===== src/sv/acked_record_send_window_top_macros.svh =====
`ifndef ACKED_RECORD_SEND_WINDOW_TOP_MACROS_SVH
`define ACKED_RECORD_SEND_WINDOW_TOP_MACROS_SVH

// Property that must hold at every clock edge outside reset.
`define ARSW_ASSERT(label, prop, msg) \
  label: assert property (@(posedge clk_i) disable iff (!rst_ni) (prop)) else $error(msg);

// Implication: when pre holds, post holds in the next cycle.
`define ARSW_ASSERT_NEXT(label, pre, post, msg) \
  label: assert property (@(posedge clk_i) disable iff (!rst_ni) (pre) |=> (post)) \
    else $error(msg);

`endif


===== src/sv/arsw_pkg.sv =====
`timescale 1ns / 1ps
`default_nettype none

package arsw_pkg;

  localparam int unsigned ARSW_INDEX_BITS  = 10;
  localparam int unsigned ARSW_RECORD_BITS = 64;

  // fixed field widths
  localparam int unsigned OP_W     = 2;
  localparam int unsigned DATA_W   = 64;
  localparam int unsigned ACK_W    = 10;
  localparam int unsigned START_W  = 10;
  localparam int unsigned CNT_W    = 5;
  localparam int unsigned S_TDATA_W = 80;  // 64 + 10, padded to bytes
  localparam int unsigned M_TDATA_W = 80;  // 10 + 5 + 64, padded to bytes

  localparam logic [CNT_W-1:0] MAX_BATCH   = 5'd16;
  localparam logic [CNT_W-1:0] BLIM_RESET  = 5'd16;

  typedef enum logic [OP_W-1:0] {
    OP_INSERT = 2'd0,
    OP_SEND   = 2'd1,
    OP_ACK    = 2'd2,
    OP_REWIND = 2'd3
  } arsw_op_e;

  typedef enum logic {
    KIND_HEADER = 1'b0,
    KIND_RECORD = 1'b1
  } arsw_kind_e;

  // controller -> datapath
  typedef struct packed {
    logic take;      // input transfer this cycle
    logic load_hdr;  // load batch header into output register
    logic load_rec;  // load current record into output register
  } arsw_cmd_t;

  // datapath -> controller
  typedef struct packed {
    logic send_nonempty;  // a send request now would emit a batch
    logic out_free;       // output register can take a new item
    logic rec_last;       // current record is the last of the batch
  } arsw_sts_t;

endpackage

`default_nettype wire


===== src/sv/arsw_ctrl.sv =====
`timescale 1ns / 1ps
`default_nettype none

module arsw_ctrl
  import arsw_pkg::*;
(
  input  wire logic            clk_i,
  input  wire logic            rst_ni,
  input  wire logic            in_valid_i,
  input  wire logic [OP_W-1:0] op_i,
  output logic                 in_ready_o,
  input  wire arsw_sts_t       sts_i,
  output arsw_cmd_t            cmd_o
);

  typedef enum logic [1:0] {
    ST_IDLE,
    ST_HDR,
    ST_REC
  } state_e;

  state_e state_q, state_d;

  always_comb begin
    state_d        = state_q;
    cmd_o          = '0;
    in_ready_o     = 1'b0;
    unique case (state_q)
      ST_IDLE: begin
        in_ready_o = 1'b1;
        cmd_o.take = in_valid_i;
        if (in_valid_i && (op_i == OP_SEND) && sts_i.send_nonempty) begin
          state_d = ST_HDR;
        end
      end
      ST_HDR: begin
        if (sts_i.out_free) begin
          cmd_o.load_hdr = 1'b1;
          state_d        = ST_REC;
        end
      end
      ST_REC: begin
        if (sts_i.out_free) begin
          cmd_o.load_rec = 1'b1;
          if (sts_i.rec_last) begin
            state_d = ST_IDLE;
          end
        end
      end
      default: state_d = ST_IDLE;
    endcase
  end

  always_ff @(posedge clk_i or negedge rst_ni) begin
    if (!rst_ni) begin
      state_q <= ST_IDLE;
    end else begin
      state_q <= state_d;
    end
  end

endmodule

`default_nettype wire


===== config.mk =====
export PLATFORM = sky130hd
export DESIGN_NAME = arsw_ctrl
export DESIGN_NICKNAME = d
export VERILOG_FILES = /design/src/sv/acked_record_send_window_top_macros.svh /design/src/sv/arsw_pkg.sv /design/src/sv/arsw_ctrl.sv
export SDC_FILE = /design/constraint.sdc
export NUM_CORES = 1
export LEC_CHECK = 0
export ABC_AREA = 1
export BUFFER_PORTS_ARGS = -buffer_cell sky130_fd_sc_hd__buf_2
export CORE_AREA = 8 8 45 47
export CTS_BUF_LIST = sky130_fd_sc_hd__clkbuf_4 sky130_fd_sc_hd__clkbuf_8
export CTS_CLUSTER_SIZE = 30
export DETAILED_ROUTE_END_ITERATION = 8
export DIE_AREA = 0 0 53 55
export PLACE_DENSITY = 0.4
export SYNTH_ARGS = -nofsm -noshare
export SYNTH_HDL_FRONTEND = slang
export SYNTH_SLANG_ARGS = --single-unit

===== constraint.sdc =====
create_clock -name clk_i -period 0.8 [get_ports clk_i]
set_input_delay 0.04 -clock clk_i [delete_from_list [all_inputs] [get_ports clk_i]]
set_output_delay 0.04 -clock clk_i [all_outputs]
set_load 0.005 [all_outputs]

==> results.md <==
* Status: finished, violations left
* Failing checks: setup timing
* Period utilisation layout at 124%
* Initial DRT Pass Iterations at 1
* VDD IR max at 568 uV
* Worst setup EP type: primary output
* First-iteration detailed-routing DRC count at 0
* Post-Syn Nets at 28
* Root Buffer: clkbuf_4
* Final setup vio count at 4
* Crit Path Category: reg2out
* Min cycle time layout at 993 ps
* Clk_lat worst skew at 220 ps
* Max-slew violation count at 0
* Area leader, netlist: dfrtp_1
* Least-Margin Pin Slew at 146 ps
* Drt total wl at 417 um
* PortBufs at 11
* Static Leak at 0.147 nW
* Synth Cell Area at 133 um^2
* Worst path max stage delay at 420 ps
* Req. time, crit path at 760 ps
* H-tree depth at 1
* Post-CTS setup buffer count at 0
* Initial antenna violation count at 0
* Fin nets at 45
* Seq cells post-synth at 2
* Net Sw Frac at 25.9%
* Area after DPL at 208 um^2
* Placer Congestion at 0.622
* Sw Pwr at 0.000115 W
* Vias at 168
* Biggest regs: state_q (2)
* Final Util at 18.3%
* Max Clock Skew at 0.0235 ps
* GRT Total Usage at 3.28%
* CTS tree: yes
* Relative slew slack at 90.3%
* Biggest register: state_q
* Distinct cells, synth at 8
* Fmax at 1010 MHz
* Clock share of power at 49.5%
* DP Wirelength at 356 um
* Critical path arrival at 950 ps
* Area delta synth->final at 90.6%
* Chip Width at 53 um
* Worst Path Buf+Inv at 3
* Most frequent cells in the layout: buf_2 (11), inv_1 (5), nand2_1 (4)
* Delay-heaviest family, CP: flip-flops
* Vias in the first global route at 172
* Hold Path Class: in2reg
* Wire per inst at 8.18 um
* CTS sink cnt at 2
* Synth top area share at 37.7%
* Warnings from Yosys at 0
* Die extent in y at 55 um
* Max FFs per register at 2
* Residual DRC at 0
* # rows at 14
* RSZ-0062 raised after global routing: yes
* Core ar. at 1380 um^2
* Max Cap Violations at 0
* CP cell instances: inv_2 > nand3_2 > inv_1 > buf_2
* Largest net degree at the start of global routing at 7
* Critical-path top delay cell: dfrtp_2
* Filler cells at 172
* CTS Buffer Depth at 2
* First-pass GRT wire length at 641 um
* Most common cell after layout, fill and taps aside: buf_2
* Num CTS Buffers at 3
* Initial Util at 9.58%
* N_diodes at 0
* Cell-internal power at 0.000329 W
* Power density over the cells at 1760 nW/um^2
* Worst setup SP type: flop
* Total global routing overflow at 0
* Final ANT Viol Nets at 0
* Synthesized area per cell at 6.63 um^2
* CTS clk-pin slew, worst paths at 30 ps
* Drt via density at 3.29
* Die ar. at 2920 um^2
* Layout cells sized above 1 at 60.0%
* Final hold violation count at 0
* Logic pwr share at 20.8%
* Seq pwr share at 29.7%
* Setup ws final at -193 ps
* Top cells by area, synth: dfrtp_1 (38%), inv_1 (17%), nand3_1 (15%)
* Post-Synthesis Cells at 20
* I/O pin count at 12
* Post-synthesis sequential area ratio at 37.7%
* Final instance area at 253 um^2
* Crit Path Max Fanout at 4
[timing repair]
action                     in CTS  in global routing
gates resized for setup         4                  1
hold buffers                    1                  0
setup endpoints to repair       4                  5
pin swaps                       3                  2
hold endpoints to repair        2                  0
[layout make-up]
cell class	instances	area, um^2	area share (%)
clock buffers	3	22.5	8.91
inverters	6	22.5	8.91
multi-input cells	12	70.1	27.7
flip-flops and latches	2	52.6	20.8
well taps	16	20.0	7.92
repair buffers	12	65.1	25.7
[kinds of logic after synthesis]
kind of cell / after synthesis / synth area share [%]
and+or+nand+nor: 12 / 45.3
DFF: 2 / 37.7
buffers and inverters: 6 / 17.0
[cell usage after synthesis (all sizes together)]
cell and instances:
inv 6, nand2 4, nand3 4, dfrtp 2
nor2 2, nor3 2
[power groups by stage]
| stage | sequential, W | combinational (W) | clock [W] |
|---|---|---|---|
| floorplan | 0.000125 | 0.0000418 | 0 |
| global placement | 0.000127 | 0.0000866 | 0 |
| detailed placement | 0.000127 | 0.0000866 | 0 |
| CTS | 0.000130 | 0.0000958 | 0.000239 |
| global route | 0.000134 | 0.000105 | 0.000235 |
| finish | 0.000132 | 0.0000923 | 0.000220 |
[per-stage QoR]
stage	power (W)	setup slack [ps]	cells	hold slack, ps	TNS [ps]
after global placement	0.000214	-19.0	47	-172	-35.4
after global routing	0.000475	-257	51	96.6	-967
final	0.000444	-193	51	66.2	-702
after floorplan	0.000167	46.3	20	-256	0
after detailed placement	0.000214	-15.9	47	-170	-29.9
after CTS	0.000465	-225	51	63.1	-800
[routing by layer]
layer	vias up	share of wire [%]	global-route usage, %	wire [um]
li1	91	-	-	-
met5	-	0	0	0
met3	0	11	2.41	47
met4	0	0	3.88	0
met1	73	28	2.28	117
met2	4	60	5.27	251
[worst paths after layout]
check | slack [ps] | from | cells past startpoint | endpoint
max reg2reg | 20 | state_q[0]$_DFFE_PN0P_ | 3 | state_q[0]$_DFFE_PN0P_
min reg2reg | 570 | state_q[1]$_DFFE_PN0P_ | 2 | state_q[1]$_DFFE_PN0P_
max | -190 | state_q[1]$_DFFE_PN0P_ | 4 | cmd_o[1]
max in group asynchronous | 560 | rst_ni | 2 | state_q[1]$_DFFE_PN0P_
min | 70 | op_i[1] | 4 | state_q[0]$_DFFE_PN0P_
min in group asynchronous | 130 | rst_ni | 2 | state_q[0]$_DFFE_PN0P_
[worst reg2reg max path: cells and delay by family (launching register included)]
kind | cells | cell delay [ps]
flops | 1 | 440
simple gates | 3 | 270
Note: power is estimated with default switching activity, not from simulation.
