$ cat config.mk
export PLATFORM = sky130hd
export DESIGN_NAME = arsw_datapath
export DESIGN_NICKNAME = d
export VERILOG_FILES = /design/src/sv/arsw_pkg.sv /design/src/sv/arsw_datapath.sv
export VERILOG_INCLUDE_DIRS = /design/src /design/src/sv
export SDC_FILE = /design/constraint.sdc
export NUM_CORES = 1
export LEC_CHECK = 0
export BUFFER_PORTS_ARGS = -buffer_cell sky130_fd_sc_hd__buf_2
export CORE_AREA = 2 2 130 132
export CTS_CLUSTER_DIAMETER = 80
export CTS_CLUSTER_SIZE = 12
export DETAILED_ROUTE_END_ITERATION = 10
export DIE_AREA = 0 0 132 134
export PLACE_DENSITY = 0.87
export SLEW_MARGIN = 20
export SYNTH_ARGS = -nofsm -noshare
export SYNTH_HDL_FRONTEND = slang
export SYNTH_SLANG_ARGS = --single-unit
$ cat constraint.sdc
create_clock -name clk_i -period 8.6 [get_ports clk_i]
set_input_delay 1.29 -clock clk_i [delete_from_list [all_inputs] [get_ports clk_i]]
set_output_delay 1.29 -clock clk_i [all_outputs]
set_load 0.01 [all_outputs]
$ cat src/sv/acked_record_send_window_top_macros.svh
`ifndef ACKED_RECORD_SEND_WINDOW_TOP_MACROS_SVH
`define ACKED_RECORD_SEND_WINDOW_TOP_MACROS_SVH

// Property that must hold at every clock edge outside reset.
`define ARSW_ASSERT(label, prop, msg) \
  label: assert property (@(posedge clk_i) disable iff (!rst_ni) (prop)) else $error(msg);

// Implication: when pre holds, post holds in the next cycle.
`define ARSW_ASSERT_NEXT(label, pre, post, msg) \
  label: assert property (@(posedge clk_i) disable iff (!rst_ni) (pre) |=> (post)) \
    else $error(msg);

`endif

$ cat src/sv/arsw_pkg.sv
`timescale 1ns / 1ps
`default_nettype none

package arsw_pkg;

  localparam int unsigned ARSW_INDEX_BITS  = 10;
  localparam int unsigned ARSW_RECORD_BITS = 64;

  // fixed field widths
  localparam int unsigned OP_W     = 2;
  localparam int unsigned DATA_W   = 64;
  localparam int unsigned ACK_W    = 10;
  localparam int unsigned START_W  = 10;
  localparam int unsigned CNT_W    = 5;
  localparam int unsigned S_TDATA_W = 80;  // 64 + 10, padded to bytes
  localparam int unsigned M_TDATA_W = 80;  // 10 + 5 + 64, padded to bytes

  localparam logic [CNT_W-1:0] MAX_BATCH   = 5'd16;
  localparam logic [CNT_W-1:0] BLIM_RESET  = 5'd16;

  typedef enum logic [OP_W-1:0] {
    OP_INSERT = 2'd0,
    OP_SEND   = 2'd1,
    OP_ACK    = 2'd2,
    OP_REWIND = 2'd3
  } arsw_op_e;

  typedef enum logic {
    KIND_HEADER = 1'b0,
    KIND_RECORD = 1'b1
  } arsw_kind_e;

  // controller -> datapath
  typedef struct packed {
    logic take;      // input transfer this cycle
    logic load_hdr;  // load batch header into output register
    logic load_rec;  // load current record into output register
  } arsw_cmd_t;

  // datapath -> controller
  typedef struct packed {
    logic send_nonempty;  // a send request now would emit a batch
    logic out_free;       // output register can take a new item
    logic rec_last;       // current record is the last of the batch
  } arsw_sts_t;

endpackage

`default_nettype wire

$ cat src/sv/arsw_datapath.sv
`timescale 1ns / 1ps
`default_nettype none

module arsw_datapath
  import arsw_pkg::*;
#(
  parameter int unsigned INDEX_BITS  = ARSW_INDEX_BITS,
  parameter int unsigned RECORD_BITS = ARSW_RECORD_BITS
) (
  input  wire logic                   clk_i,
  input  wire logic                   rst_ni,
  input  wire arsw_cmd_t              cmd_i,
  output arsw_sts_t                   sts_o,
  input  wire logic [OP_W-1:0]        op_i,
  input  wire logic [DATA_W-1:0]      record_data_i,
  input  wire logic [ACK_W-1:0]       ack_value_i,
  input  wire logic                   cfg_we_i,
  input  wire logic [CNT_W-1:0]       cfg_data_i,
  // record store port
  output logic                        ram_we_o,
  output logic [INDEX_BITS-1:0]       ram_waddr_o,
  output logic [RECORD_BITS-1:0]      ram_wdata_o,
  output logic                        ram_re_o,
  output logic [INDEX_BITS-1:0]       ram_raddr_o,
  input  wire logic [RECORD_BITS-1:0] ram_rdata_i,
  // result stream
  input  wire logic                   m_tready_i,
  output logic                        m_tvalid_o,
  output logic [M_TDATA_W-1:0]        m_tdata_o,
  output logic                        m_tuser_o,
  output logic                        m_tlast_o
);

  localparam int unsigned IW = INDEX_BITS;

  logic [IW-1:0]    ack_q, ack_d;
  logic [IW-1:0]    snd_q, snd_d;
  logic [IW-1:0]    wr_q, wr_d;
  logic [CNT_W-1:0] blim_q;
  logic [IW-1:0]    start_q;
  logic [CNT_W-1:0] num_q;
  logic [CNT_W-1:0] cnt_q;

  logic             out_valid_q;
  logic             out_kind_q;
  logic [START_W-1:0] out_start_q;
  logic [CNT_W-1:0] out_num_q;
  logic [DATA_W-1:0] out_rec_q;
  logic             out_last_q;

  // batch size for a send request at the current pointers
  logic [CNT_W-1:0] lim;
  logic [IW:0]      to_end;
  logic [IW:0]      avail;
  logic [CNT_W-1:0] num;

  always_comb begin
    if (blim_q == '0) begin
      lim = CNT_W'(1);
    end else if (blim_q > MAX_BATCH) begin
      lim = MAX_BATCH;
    end else begin
      lim = blim_q;
    end
    to_end = {1'b0, ~snd_q} + (IW+1)'(1);
    if (snd_q > wr_q) begin
      avail = to_end;
    end else begin
      avail = {1'b0, wr_q - snd_q};
    end
    if (avail > (IW+1)'(lim)) begin
      num = lim;
    end else begin
      num = avail[CNT_W-1:0];
    end
  end

  // ack index: low ten bits, then reduced to the ring
  logic [IW+ACK_W-1:0] ack_ext;
  logic [IW-1:0]       ack_idx;
  logic [IW-1:0]       sent_span;
  logic [IW-1:0]       ack_dist;
  logic [IW-1:0]       ack_inc;

  assign ack_ext   = {{IW{1'b0}}, ack_value_i};
  assign ack_idx   = ack_ext[IW-1:0];
  assign sent_span = snd_q - IW'(1) - ack_q;
  assign ack_dist  = ack_idx - ack_q;
  assign ack_inc   = ack_q + IW'(1);

  always_comb begin
    ack_d = ack_q;
    snd_d = snd_q;
    wr_d  = wr_q;
    if (cmd_i.take) begin
      case (op_i)
        OP_INSERT: begin
          if (wr_q == ack_q) begin
            // ring full: drop the oldest entry
            ack_d = ack_inc;
            if (ack_inc == snd_q) begin
              snd_d = snd_q + IW'(1);
            end
          end
          wr_d = wr_q + IW'(1);
        end
        OP_SEND: begin
          snd_d = snd_q + IW'(num);
        end
        OP_ACK: begin
          if (ack_dist <= sent_span) begin
            ack_d = ack_idx;
          end
        end
        OP_REWIND: begin
          snd_d = ack_inc;
        end
        default: ;
      endcase
    end
  end

  logic out_free;
  logic rec_last;

  assign out_free = !out_valid_q || m_tready_i;
  assign rec_last = (cnt_q + CNT_W'(1)) == num_q;

  assign sts_o.send_nonempty = (snd_q != wr_q);
  assign sts_o.out_free      = out_free;
  assign sts_o.rec_last      = rec_last;

  // store access: record i is fetched one step ahead of its output load
  assign ram_we_o    = cmd_i.take && (op_i == OP_INSERT);
  assign ram_waddr_o = wr_q;
  assign ram_wdata_o = record_data_i[RECORD_BITS-1:0];
  assign ram_re_o    = (cmd_i.take && (op_i == OP_SEND)) || cmd_i.load_rec;
  assign ram_raddr_o = cmd_i.take ? snd_q : (start_q + IW'(cnt_q) + IW'(1));

  logic [IW+START_W-1:0]      start_ext;
  logic [RECORD_BITS+DATA_W-1:0] rec_ext;

  assign start_ext = {{START_W{1'b0}}, start_q};
  assign rec_ext   = {{DATA_W{1'b0}}, ram_rdata_i};

  always_ff @(posedge clk_i or negedge rst_ni) begin
    if (!rst_ni) begin
      ack_q       <= '0;
      snd_q       <= IW'(1);
      wr_q        <= IW'(1);
      blim_q      <= BLIM_RESET;
      out_valid_q <= 1'b0;
      cnt_q       <= '0;
    end else begin
      ack_q <= ack_d;
      snd_q <= snd_d;
      wr_q  <= wr_d;
      if (cfg_we_i) begin
        blim_q <= cfg_data_i;
      end
      if (cmd_i.load_hdr) begin
        cnt_q <= '0;
      end else if (cmd_i.load_rec) begin
        cnt_q <= cnt_q + CNT_W'(1);
      end
      if (cmd_i.load_hdr || cmd_i.load_rec) begin
        out_valid_q <= 1'b1;
      end else if (m_tready_i) begin
        out_valid_q <= 1'b0;
      end
    end
  end

  always_ff @(posedge clk_i) begin
    if (cmd_i.take && (op_i == OP_SEND)) begin
      start_q <= snd_q;
      num_q   <= num;
    end
    if (cmd_i.load_hdr) begin
      out_kind_q  <= KIND_HEADER;
      out_start_q <= start_ext[START_W-1:0];
      out_num_q   <= num_q;
      out_rec_q   <= '0;
      out_last_q  <= 1'b0;
    end else if (cmd_i.load_rec) begin
      out_kind_q  <= KIND_RECORD;
      out_rec_q   <= rec_ext[DATA_W-1:0];
      out_last_q  <= rec_last;
    end
  end

  assign m_tvalid_o = out_valid_q;
  assign m_tuser_o  = out_kind_q;
  assign m_tlast_o  = out_last_q;
  assign m_tdata_o  = {1'b0, out_rec_q, out_num_q, out_start_q};

  `include "acked_record_send_window_top_macros.svh"

  `ARSW_ASSERT(a_load_when_free, (!(cmd_i.load_hdr || cmd_i.load_rec)) || out_free, "output register overwritten while still held")
  `ARSW_ASSERT(a_rec_in_batch, (!cmd_i.load_rec) || ((num_q != '0) && (num_q <= MAX_BATCH) && (cnt_q < num_q)), "record load outside batch bounds")
  `ARSW_ASSERT_NEXT(a_last_ends_batch, cmd_i.load_rec && rec_last, !cmd_i.load_rec, "record load after last record of batch")
  `ARSW_ASSERT_NEXT(a_hdr_then_valid, cmd_i.load_hdr, out_valid_q && (out_kind_q == KIND_HEADER), "header load did not reach output")

endmodule

`default_nettype wire
==> impl_metrics.tcl, run 1 <==
set metrics [dict create \
    outcome "complete, no violations" \
    finClkSkew_ps 9.09 \
    die_h_um 134 \
    gr-total-overflow 0 \
    power_frac_seq_pct 28.7 \
    dp_cells 1246 \
    ys.flop_type "dfxtp_1" \
    hp-class "register to register" \
    cts_root_buf "clkbuf_16" \
    core_region_area_um2 16300 \
    p_int_uw 1830 \
    start_util_pct 54.3 \
    grtUsageTotal_pct 27.0 \
    dr.pass1.iters 5 \
    h-tree-depth 4 \
    worstMarginPinSlew_ps 1060 \
    cts_setup_buffers 0 \
    leakage_uw 0.00479 \
    gp_congestion 0.930 \
    nNetsFinal 1258 \
    tns_ps 0 \
    period_minus_slack_ps 6400 \
    pwr-share-clk_pct 24.9 \
    drive_above_1_share_pct 24.1 \
    clkLatencyLatePin_ps 420 \
    dr_wl_met2_mm 11.7 \
    rows 47 \
    critPathMaxFanout 9 \
    rsz0062_at_grt "false" \
    drt_iter0_markers 618 \
    vias_per_cell 5.81 \
    cts_resized 0 \
    reg2regPathDepth 25 \
    ys_ff_latch 137 \
    maxCapViolCount 0 \
    required_ps 8940 \
    area_growth_pct 13.5 \
    whs_path_depth 0 \
    irDropWorstVdd_v 0.000299 \
    regToRegSetupSlack_ps 2200 \
    post-route-period-util_pct 74.4 \
    crit_path_start_kind "register" \
    dp_hpwl_mm 18.1 \
    async_flop_share_pct 29.9 \
    ys_seq_area_share_pct 36.8 \
    cts.path.max_buffers 2 \
    cts_tree "yes" \
    drv_slew 0 \
    synthCells 937 \
    post_drt_wl_per_cell_um 18.7 \
    dr_wl_met3_mm 1.93 \
    die-area_um2 17700 \
    cts_buffers 17 \
    portBuffers 194 \
    clock_sinks 137 \
    switching_share_pct 40.8 \
    powerDensity_nw_per_um2 308 \
    ant_nets 0 \
    max_freq_mhz 156 \
    yosys_warnings 0 \
    synth_enable_flop_cells 30 \
    wirelength_mm 24.0 \
    crit_arrival_ps 6730 \
    die_x_um 132 \
    cts-hold-fix-buffers 0 \
    netSwitchingPower_uw 1260 \
    fin_cells 1281 \
    netlist_area_um2 8840 \
    top_layer "met5" \
    finalHoldViolations 0 \
    yosys.cell_types.count 76 \
    drc 0 \
    grt_pass1_vias 7264 \
    vias 7448 \
    clk_pin_slew_ps 60 \
    setup_viol 0 \
    antenna_found_initial 4 \
    endpoint_kind "register" \
    grt_max_degree 88 \
    avgSynthCellArea_um2 9.44 \
    syn_nets 1150 \
    slew_headroom_pct 29.2 \
    drt-met1-wl_mm 9.58 \
    io_pins 324 \
    crit_type "register to register" \
    combPwrFrac_pct 46.4 \
    grt_pass1_wl_mm 37.8 \
]
==> path summary, 6_finish.rpt <==
check | from | end
max in group asynchronous | rst_ni | snd_q[2]$_DFFE_PN0P_
setup / recovery | snd_q[0]$_DFFE_PN1P_ | snd_q[8]$_DFFE_PN0P_
setup reg to reg | snd_q[0]$_DFFE_PN1P_ | snd_q[8]$_DFFE_PN0P_
hold / removal | start_q[4]$_DFFE_PP_ | out_start_q[4]$_DFFE_PP_
min in group asynchronous | rst_ni | ram_waddr_o[5]$_DFFE_PN0P_
hold reg to reg | start_q[4]$_DFFE_PP_ | out_start_q[4]$_DFFE_PP_
==> cell usage after synthesis (all sizes together), types with 20 or more instances <==
library cell  count  area, um^2
a21oi            43         215
buf              87         614
clkbuf           20        85.1
dfrtp            38         951
dfxtp            66        1320
edfxtp           30         901
ha               56         701
inv              43         161
mux2i            68         681
nand2            51         191
nand3            20         100
nor2            103         387
o21ai            47         239
xnor2            40         350
xor2             29         254
==> cells by family after synthesis <==
kind of cell,Yosys count,synth area share [%]
adders and majority gates,61,9.05
muxes,76,8.72
DFF,137,36.8
AOI/OAI and AO/OA,175,13.5
xor gates and xnor gates,74,8.11
and+or+nand+nor,261,14.0
other,1,0.0424
buffers and inverters,152,9.82
==> cell type report <==
type	count	area, um^2
Tap cell	220	275
Sequential cell	137	3250
Timing Repair Buffer	196	988
Inverter	45	169
Fill cell	1330	6250
Antenna cell	3	7.51
Clock buffer	18	450
Clock inverter	14	175
Multi-Input combinational cell	648	4720
==> layout by cell type (no fill, tap or decap), drive strengths merged, types with 10 or more instances in the layout <==
cell type  synthesis  final
nor4              10     10
clkbuf            20     18
o21ai             47     47
buf               87    196
xnor2             40     40
and3              12     12
nor2             103    103
edfxtp            30     30
xor2              29     29
nand4             17     17
dfrtp             38     38
inv               43     52
a21oi             43     43
nor2b             10     10
dfxtp             66     66
mux2i             68     68
nand3             20     20
nand2             51     51
ha                56     56
a21o              12     12
==> flip-flops by register name, summed over array words and instances, names as in the netlist <==
register     count
out_rec_q       64
ack_q           10
out_start_q     10
ram_waddr_o     10
snd_q           10
start_q         10
blim_q           5
cnt_q            5
num_q            5
out_num_q        5
m_tlast_o        1
m_tuser_o        1
m_tvalid_o       1
==> through the flow <==
| stage | area [um^2] | hold WS, ps | utilization, % | power [uW] | worst slack [ps] |
|---|---|---|---|---|---|
| 4_1_cts | 10000 | 465 | 61.6 | 3080 | 2260 |
| 3_5_place_dp | 9410 | 450 | 57.8 | 2300 | 2310 |
| 3_3_place_gp | 9410 | 438 | 57.8 | 2250 | 2660 |
| 5_1_grt | 10000 | 486 | 61.6 | 3320 | 1790 |
| 2_1_floorplan | 8840 | 426 | - | 1970 | 2940 |
| 6_report | 10000 | 462 | 61.6 | 3090 | 2200 |
==> power by group through the flow <==
stage               registers, uW  logic, uW  clock network (uW)
finish                        887       1430                 771
global route                  898       1610                 812
CTS                           883       1420                 779
detailed placement            896       1400                   0
global placement              889       1360                   0
floorplan                     841       1130                   0
==> critical path: stages (launching register included) <==
cell and delay [ps]:
dfstp_2 660, ha_1 220, inv_1 60, fa_1 430, a21oi_1 230, o22ai_1 180
o41ai_4 570, mux2_2 420, ha_1 310, nand2b_1 70, a21oi_1 60, o31ai_1 320
o211ai_1 170, a2111o_1 520, and2_4 240, o211ai_1 180, ha_1 190, inv_1 50
fa_1 390, nor2b_1 190, o21ai_0 110, nand2b_1 110, a21oi_1 130, o32ai_1 280
nor3_1 70, o22ai_1 140
==> per-layer routing <==
metal / up-vias / GRT usage (%)
met2: 400 / 45.7
met1: 3508 / 31.8
met4: 2 / 12.1
met3: 58 / 8.16
met5: - / 1.39
li1: 3480 / -
Power figures use the tool's default switching activity.
==> run 2, diff against run 1 <==
- CORE_AREA: 2 2 130 132 -> 2 2 142 144
- DIE_AREA: 0 0 132 134 -> 0 0 144 146
- PLACE_DENSITY: 0.87 -> 0.77
- clock period: 8.6 -> 5.61 ns (I/O delays scaled with it)
==> run 2 against run 1 <==
  * The run now ends with setup timing left
  * Clock-buffer cell count unchanged
  * Final cell count up 6.9%
  * Sequential cell count unchanged
  * Clock skew up 4.9 ps
  * Die area up 19%
  * Combinational power up 87%
  * Power up 63%
  * Cell area up 5.2%
  * Worst setup slack worse by 2400 ps
  * Wire length up 1.0%
  * Core utilization down 7.0 points
==> impl_metrics.tcl, run 2 (same netlist as run 1, synthesis figures left out) <==
set metrics [dict create \
    finalHoldViolations 0 \
    cts_buffers 17 \
    drt_iter0_markers 378 \
    grtUsageTotal_pct 22.3 \
    nNetsFinal 1305 \
    grt_pass1_wl_mm 36.9 \
    rows 51 \
    final_common_cell "buf_2" \
    tns_ps -393 \
    area_growth_pct 19.5 \
    vias_per_cell 5.51 \
    finClkSkew_ps 14.0 \
    cts_root_buf "clkbuf_16" \
    endpoint_kind "register" \
    clock_sinks 137 \
    gr-total-overflow 0 \
    grt_max_degree 88 \
    dp_hpwl_mm 17.8 \
    drv_slew 0 \
    die-area_um2 21000 \
    largest_reg_flops 64 \
    dr.pass1.iters 5 \
    grt_pass1_vias 7201 \
    cts.path.max_buffers 2 \
    io_pins 324 \
    place_area_um2 9660 \
    vias 7548 \
    p_total_uw 5030 \
    cts_tree "yes" \
    clk_pin_slew_ps 70 \
    slew_headroom_pct 30.8 \
    crit_arrival_ps 6110 \
    drive_above_1_share_pct 30.1 \
    fin_cells 1370 \
    fillers 1713 \
    period_minus_slack_ps 5760 \
    regArea_um2 3250 \
    antenna_cells 0 \
    portBuffers 194 \
    multiInputGateArea_um2 4910 \
    outcome "finished with violations" \
    gp_congestion 0.908 \
    crit_type "register to register" \
    antenna_found_initial 0 \
    hp-class "input pin to async pin" \
    final_cell_mix "buf_2 (192), nor2_1 (100), mux2i_1 (68)" \
    core_region_area_um2 19300 \
    ant_nets 0 \
    clkLatencyLatePin_ps 430 \
    crit_path_start_kind "register" \
    maxCapViolCount 0 \
    irDropWorstVdd_v 0.000344 \
    worstMarginPinSlew_ps 1030 \
    powerDensity_nw_per_um2 476 \
    post_drt_wl_per_cell_um 17.7 \
    leakage_uw 0.00500 \
    max_freq_mhz 174 \
    largest_register "out_rec_q" \
    die_h_um 146 \
    required_ps 5960 \
    fin_ws_ps -147 \
    wirelength_mm 24.2 \
    dp_cells 1317 \
    die_x_um 144 \
    violations "setup timing" \
    critPathMaxFanout 4 \
    stdcell_area_um2 10600 \
    h-tree-depth 4 \
    rsz0062_at_grt "true" \
    post-route-period-util_pct 103 \
    drc 0 \
    setup_viol 4 \
    start_util_pct 45.7 \
]
## run 2: cell types whose count changed in the layout (fill, tap and decap cells not counted), sizes merged
| cell | change |
|---|---|
| clkinvlp | +1 |
| bufinv | -2 |
| buf | +47 |
| inv | +1 |
| diode | -3 |
## run 2: worst paths after layout
kind,startpoint,end,slack [ps],depth (start not counted)
worst max-delay path,snd_q[0]$_DFFE_PN1P_,snd_q[8]$_DFFE_PN0P_,-150,26
worst min-delay path,rst_ni,ram_waddr_o[6]$_DFFE_PN0P_,410,1
worst max register to register,snd_q[0]$_DFFE_PN1P_,snd_q[8]$_DFFE_PN0P_,-150,26
worst min register to register,start_q[0]$_DFFE_PP_,out_start_q[0]$_DFFE_PP_,460,0
max in group asynchronous,rst_ni,snd_q[9]$_DFFE_PN0P_,4780,1
min in group clk_i,start_q[0]$_DFFE_PP_,out_start_q[0]$_DFFE_PP_,460,0
## run 2: what timing repair did
| item | 4_1_cts | 5_1_grt |
|---|---|---|
| gates resized for setup | 11 | 32 |
| endpoints found under the hold margin | 0 | 0 |
| endpoints found under the setup margin | 7 | 9 |
| cloned | 0 | 0 |
| hold buffers | 0 | 0 |
| setup buffers | 16 | 9 |
| pin swaps | 11 | 31 |
## run 2: area by class of cell
type / instances / area share (%)
multi-input cells: 648 / 46.5
repair buffers: 243 / 12.8
well taps: 265 / 3.14
inverters: 45 / 1.60
flip-flops and latches: 137 / 30.8
clock inverters: 14 / 1.20
clock buffers: 18 / 4.06
## run 2: worst max-delay path: stages (launching register included)
cell,delay [ps]
dfstp_2,560
ha_4,140
inv_2,40
fa_2,410
a21oi_4,220
o22ai_4,110
o41ai_4,340
buf_4,190
mux2_4,330
ha_4,290
and4_1,200
a21oi_2,80
o31ai_4,70
o211ai_1,140
a2111o_1,440
and2_4,180
o211ai_1,230
ha_2,250
inv_2,50
fa_2,420
nor2b_4,170
o21ai_2,80
nand2b_1,160
a21oi_4,90
o32ai_1,280
nor3_1,70
o22ai_1,140
## run 2: metal layers
metal | GRT usage, % | vias up | routed length, um
met5 | 1.44 | - | 34
met4 | 9.66 | 2 | 855
met3 | 4.97 | 64 | 1800
met2 | 37.6 | 346 | 11600
met1 | 27.2 | 3572 | 9900
li1 | - | 3564 | -
## run 2: power breakdown
part | switching [uW] | internal [uW] | leakage, uW
clock network | 483 | 584 | 0.000273
logic | 1460 | 1210 | 0.00342
registers | 152 | 1140 | 0.00131
## run 2: metrics by stage
step                hold slack [ps]  utilization (%)  setup WS, ps
floorplan                       426                -          28.8
global placement                437             50.0           145
detailed placement              450             50.0          -205
CTS                             466             53.7          10.8
global route                    453             54.6          -391
finish                          409             54.6          -147
==> run 3, diff against run 2 <==
- CORE_AREA: 2 2 142 144 -> 2 2 135 137
- DIE_AREA: 0 0 144 146 -> 0 0 137 139
- clock period: 5.61 -> 6.1 ns (I/O delays scaled with it)
==> run 3 against run 2 <==
  * Cell area is 4.0% lower
  * Combinational power is 22% lower
  * Sequential cell count stayed put
  * Worst hold slack better by 47 ps
  * Critical path depth stayed put
  * Power is 14% lower
  * The run now ends clean
  * Clock power is 7% lower
  * Worst setup slack better by 550 ps
  * Non-clock buffer count is 31 lower
  * First-iteration DRC count is 37% higher
  * Largest power group unchanged
  * Sequential power is 6% lower
  * Clock-buffer cell count is 1 lower
==> impl_metrics.tcl, run 3 (same netlist as run 1, synthesis figures left out) <==
set metrics [dict create \
    outcome "complete, no violations" \
    final_cell_mix "buf_2 (192), nor2_1 (103), mux2i_1 (68)" \
    rows 49 \
    drv_slew 0 \
    start_util_pct 50.1 \
    dr.pass1.iters 6 \
    antenna_cells 0 \
    ant_nets 0 \
    slew_headroom_pct 39.3 \
    drc 0 \
    nNetsFinal 1274 \
    fin_util_pct 57.5 \
    cts_buffers 17 \
    powerDensity_nw_per_um2 425 \
    clkLatencyLatePin_ps 420 \
    place_area_um2 9510 \
    core_region_area_um2 17700 \
    grt_pass1_wl_mm 36.1 \
    antenna_found_initial 0 \
    leakage_uw 0.00484 \
    required_ps 6440 \
    drive_above_1_share_pct 26.0 \
    setup_viol 0 \
    area_growth_pct 14.7 \
    fin_hold_ws_ps 457 \
    grt_max_degree 88 \
    portBuffers 194 \
    cts_tree "yes" \
    grt_pass1_vias 7012 \
    largest_register "out_rec_q" \
    h-tree-depth 4 \
    crit_path_start_kind "register" \
    period_minus_slack_ps 5690 \
    gp_congestion 0.903 \
    cts-hold-fix-buffers 0 \
    endpoint_kind "register" \
    max_freq_mhz 176 \
    die_x_um 137 \
    drt_iter0_markers 516 \
    final_common_cell "buf_2" \
    critPathMaxFanout 8 \
    die_h_um 139 \
    dp_slack_ps -12.5 \
    fillers 1509 \
    fin_ws_ps 407 \
    finClkSkew_ps 7.63 \
    wirelength_mm 23.4 \
    post-route-period-util_pct 93.3 \
    hp-class "register to register" \
    io_pins 324 \
    finalHoldViolations 0 \
    vias 7254 \
    grtUsageTotal_pct 24.1 \
    stdcell_area_um2 10100 \
    gr-total-overflow 0 \
    cts.path.max_buffers 2 \
    die-area_um2 19000 \
    largest_reg_flops 64 \
    worstMarginPinSlew_ps 905 \
    vias_per_cell 5.57 \
    maxCapViolCount 0 \
    clock_sinks 137 \
    clk_pin_slew_ps 70 \
    dp_hpwl_mm 17.8 \
    crit_arrival_ps 6030 \
    post_drt_wl_per_cell_um 17.9 \
    crit_type "register to register" \
    irDropWorstVdd_v 0.000365 \
    cts_root_buf "clkbuf_16" \
]
## run 3: cell types whose count changed in the layout (fill, tap and decap cells not counted), sizes merged
cell / before / now
buf: 243 / 211
clkinv: 5 / 4
clkinvlp: 1 / 2
inv: 53 / 54
## run 3: layout make-up
class                           count  area [um^2]  area share [%]
Clock buffer                       17          425            4.19
Inverter                           45          169            1.66
Multi-Input combinational cell    648         4760            46.9
Clock inverter                     15          144            1.42
Tap cell                          229          287            2.82
Timing Repair Buffer              212         1110            10.9
Sequential cell                   137         3250            32.1
## run 3: layer usage
layer  part of all wire, %  global-route usage [%]  up-vias
met5                     0                    2.91        -
met1                    41                    29.3     3335
li1                      -                       -     3505
met4                   3.6                    11.0        0
met3                   8.6                    7.49       57
met2                    46                    38.7      357
## run 3: worst paths after layout
kind                                       from                         end  slack (ps)  depth (start not counted)
max in group asynchronous                rst_ni        snd_q[4]$_DFFE_PN0P_        5160                          1
min in group asynchronous                rst_ni  ram_waddr_o[5]$_DFFE_PN0P_         490                          1
max reg2reg                snd_q[0]$_DFFE_PN1P_        snd_q[6]$_DFFE_PN0P_         410                         26
min reg2reg                start_q[0]$_DFFE_PP_    out_start_q[0]$_DFFE_PP_         460                          0
max                        snd_q[0]$_DFFE_PN1P_        snd_q[6]$_DFFE_PN0P_         410                         26
min                        start_q[0]$_DFFE_PP_    out_start_q[0]$_DFFE_PP_         460                          0
## run 3: metrics by stage
stage	total power [uW]	instances	setup TNS (ps)
detailed placement	3270	1267	-12.5
global route	4630	1303	-11.7
CTS	4290	1299	0
floorplan	2780	937	0
global placement	3220	1267	0
finish	4310	1303	0
## run 3: worst max-delay path: stages, from the launching register on
cell and delay, ps:
dfstp_2 530, ha_1 150, inv_1 50, fa_2 370, a21oi_2 180, o22ai_2 120, o41ai_4 290, buf_4 190
mux2_2 360, ha_1 320, nand2b_1 80, a21oi_1 70, o31ai_2 250, o211ai_1 130, a2111o_1 450, and2_4 230
o211ai_1 220, ha_1 200, inv_1 50, fa_1 370, nor2b_1 150, o21ai_0 130, nand2b_1 150, a21oi_2 100
o41ai_2 230, nor3_1 100, o22ai_1 140
## run 3: repair_timing
item,in CTS,in global routing
resized for setup,0,8
setup buffers,0,4
endpoints found under the setup margin,2,9
pin swaps,1,2
## run 3: power by group
part	internal [uW]	switching [uW]
registers	1050	167
clock network	542	457
logic	919	1180
total	2510	1800
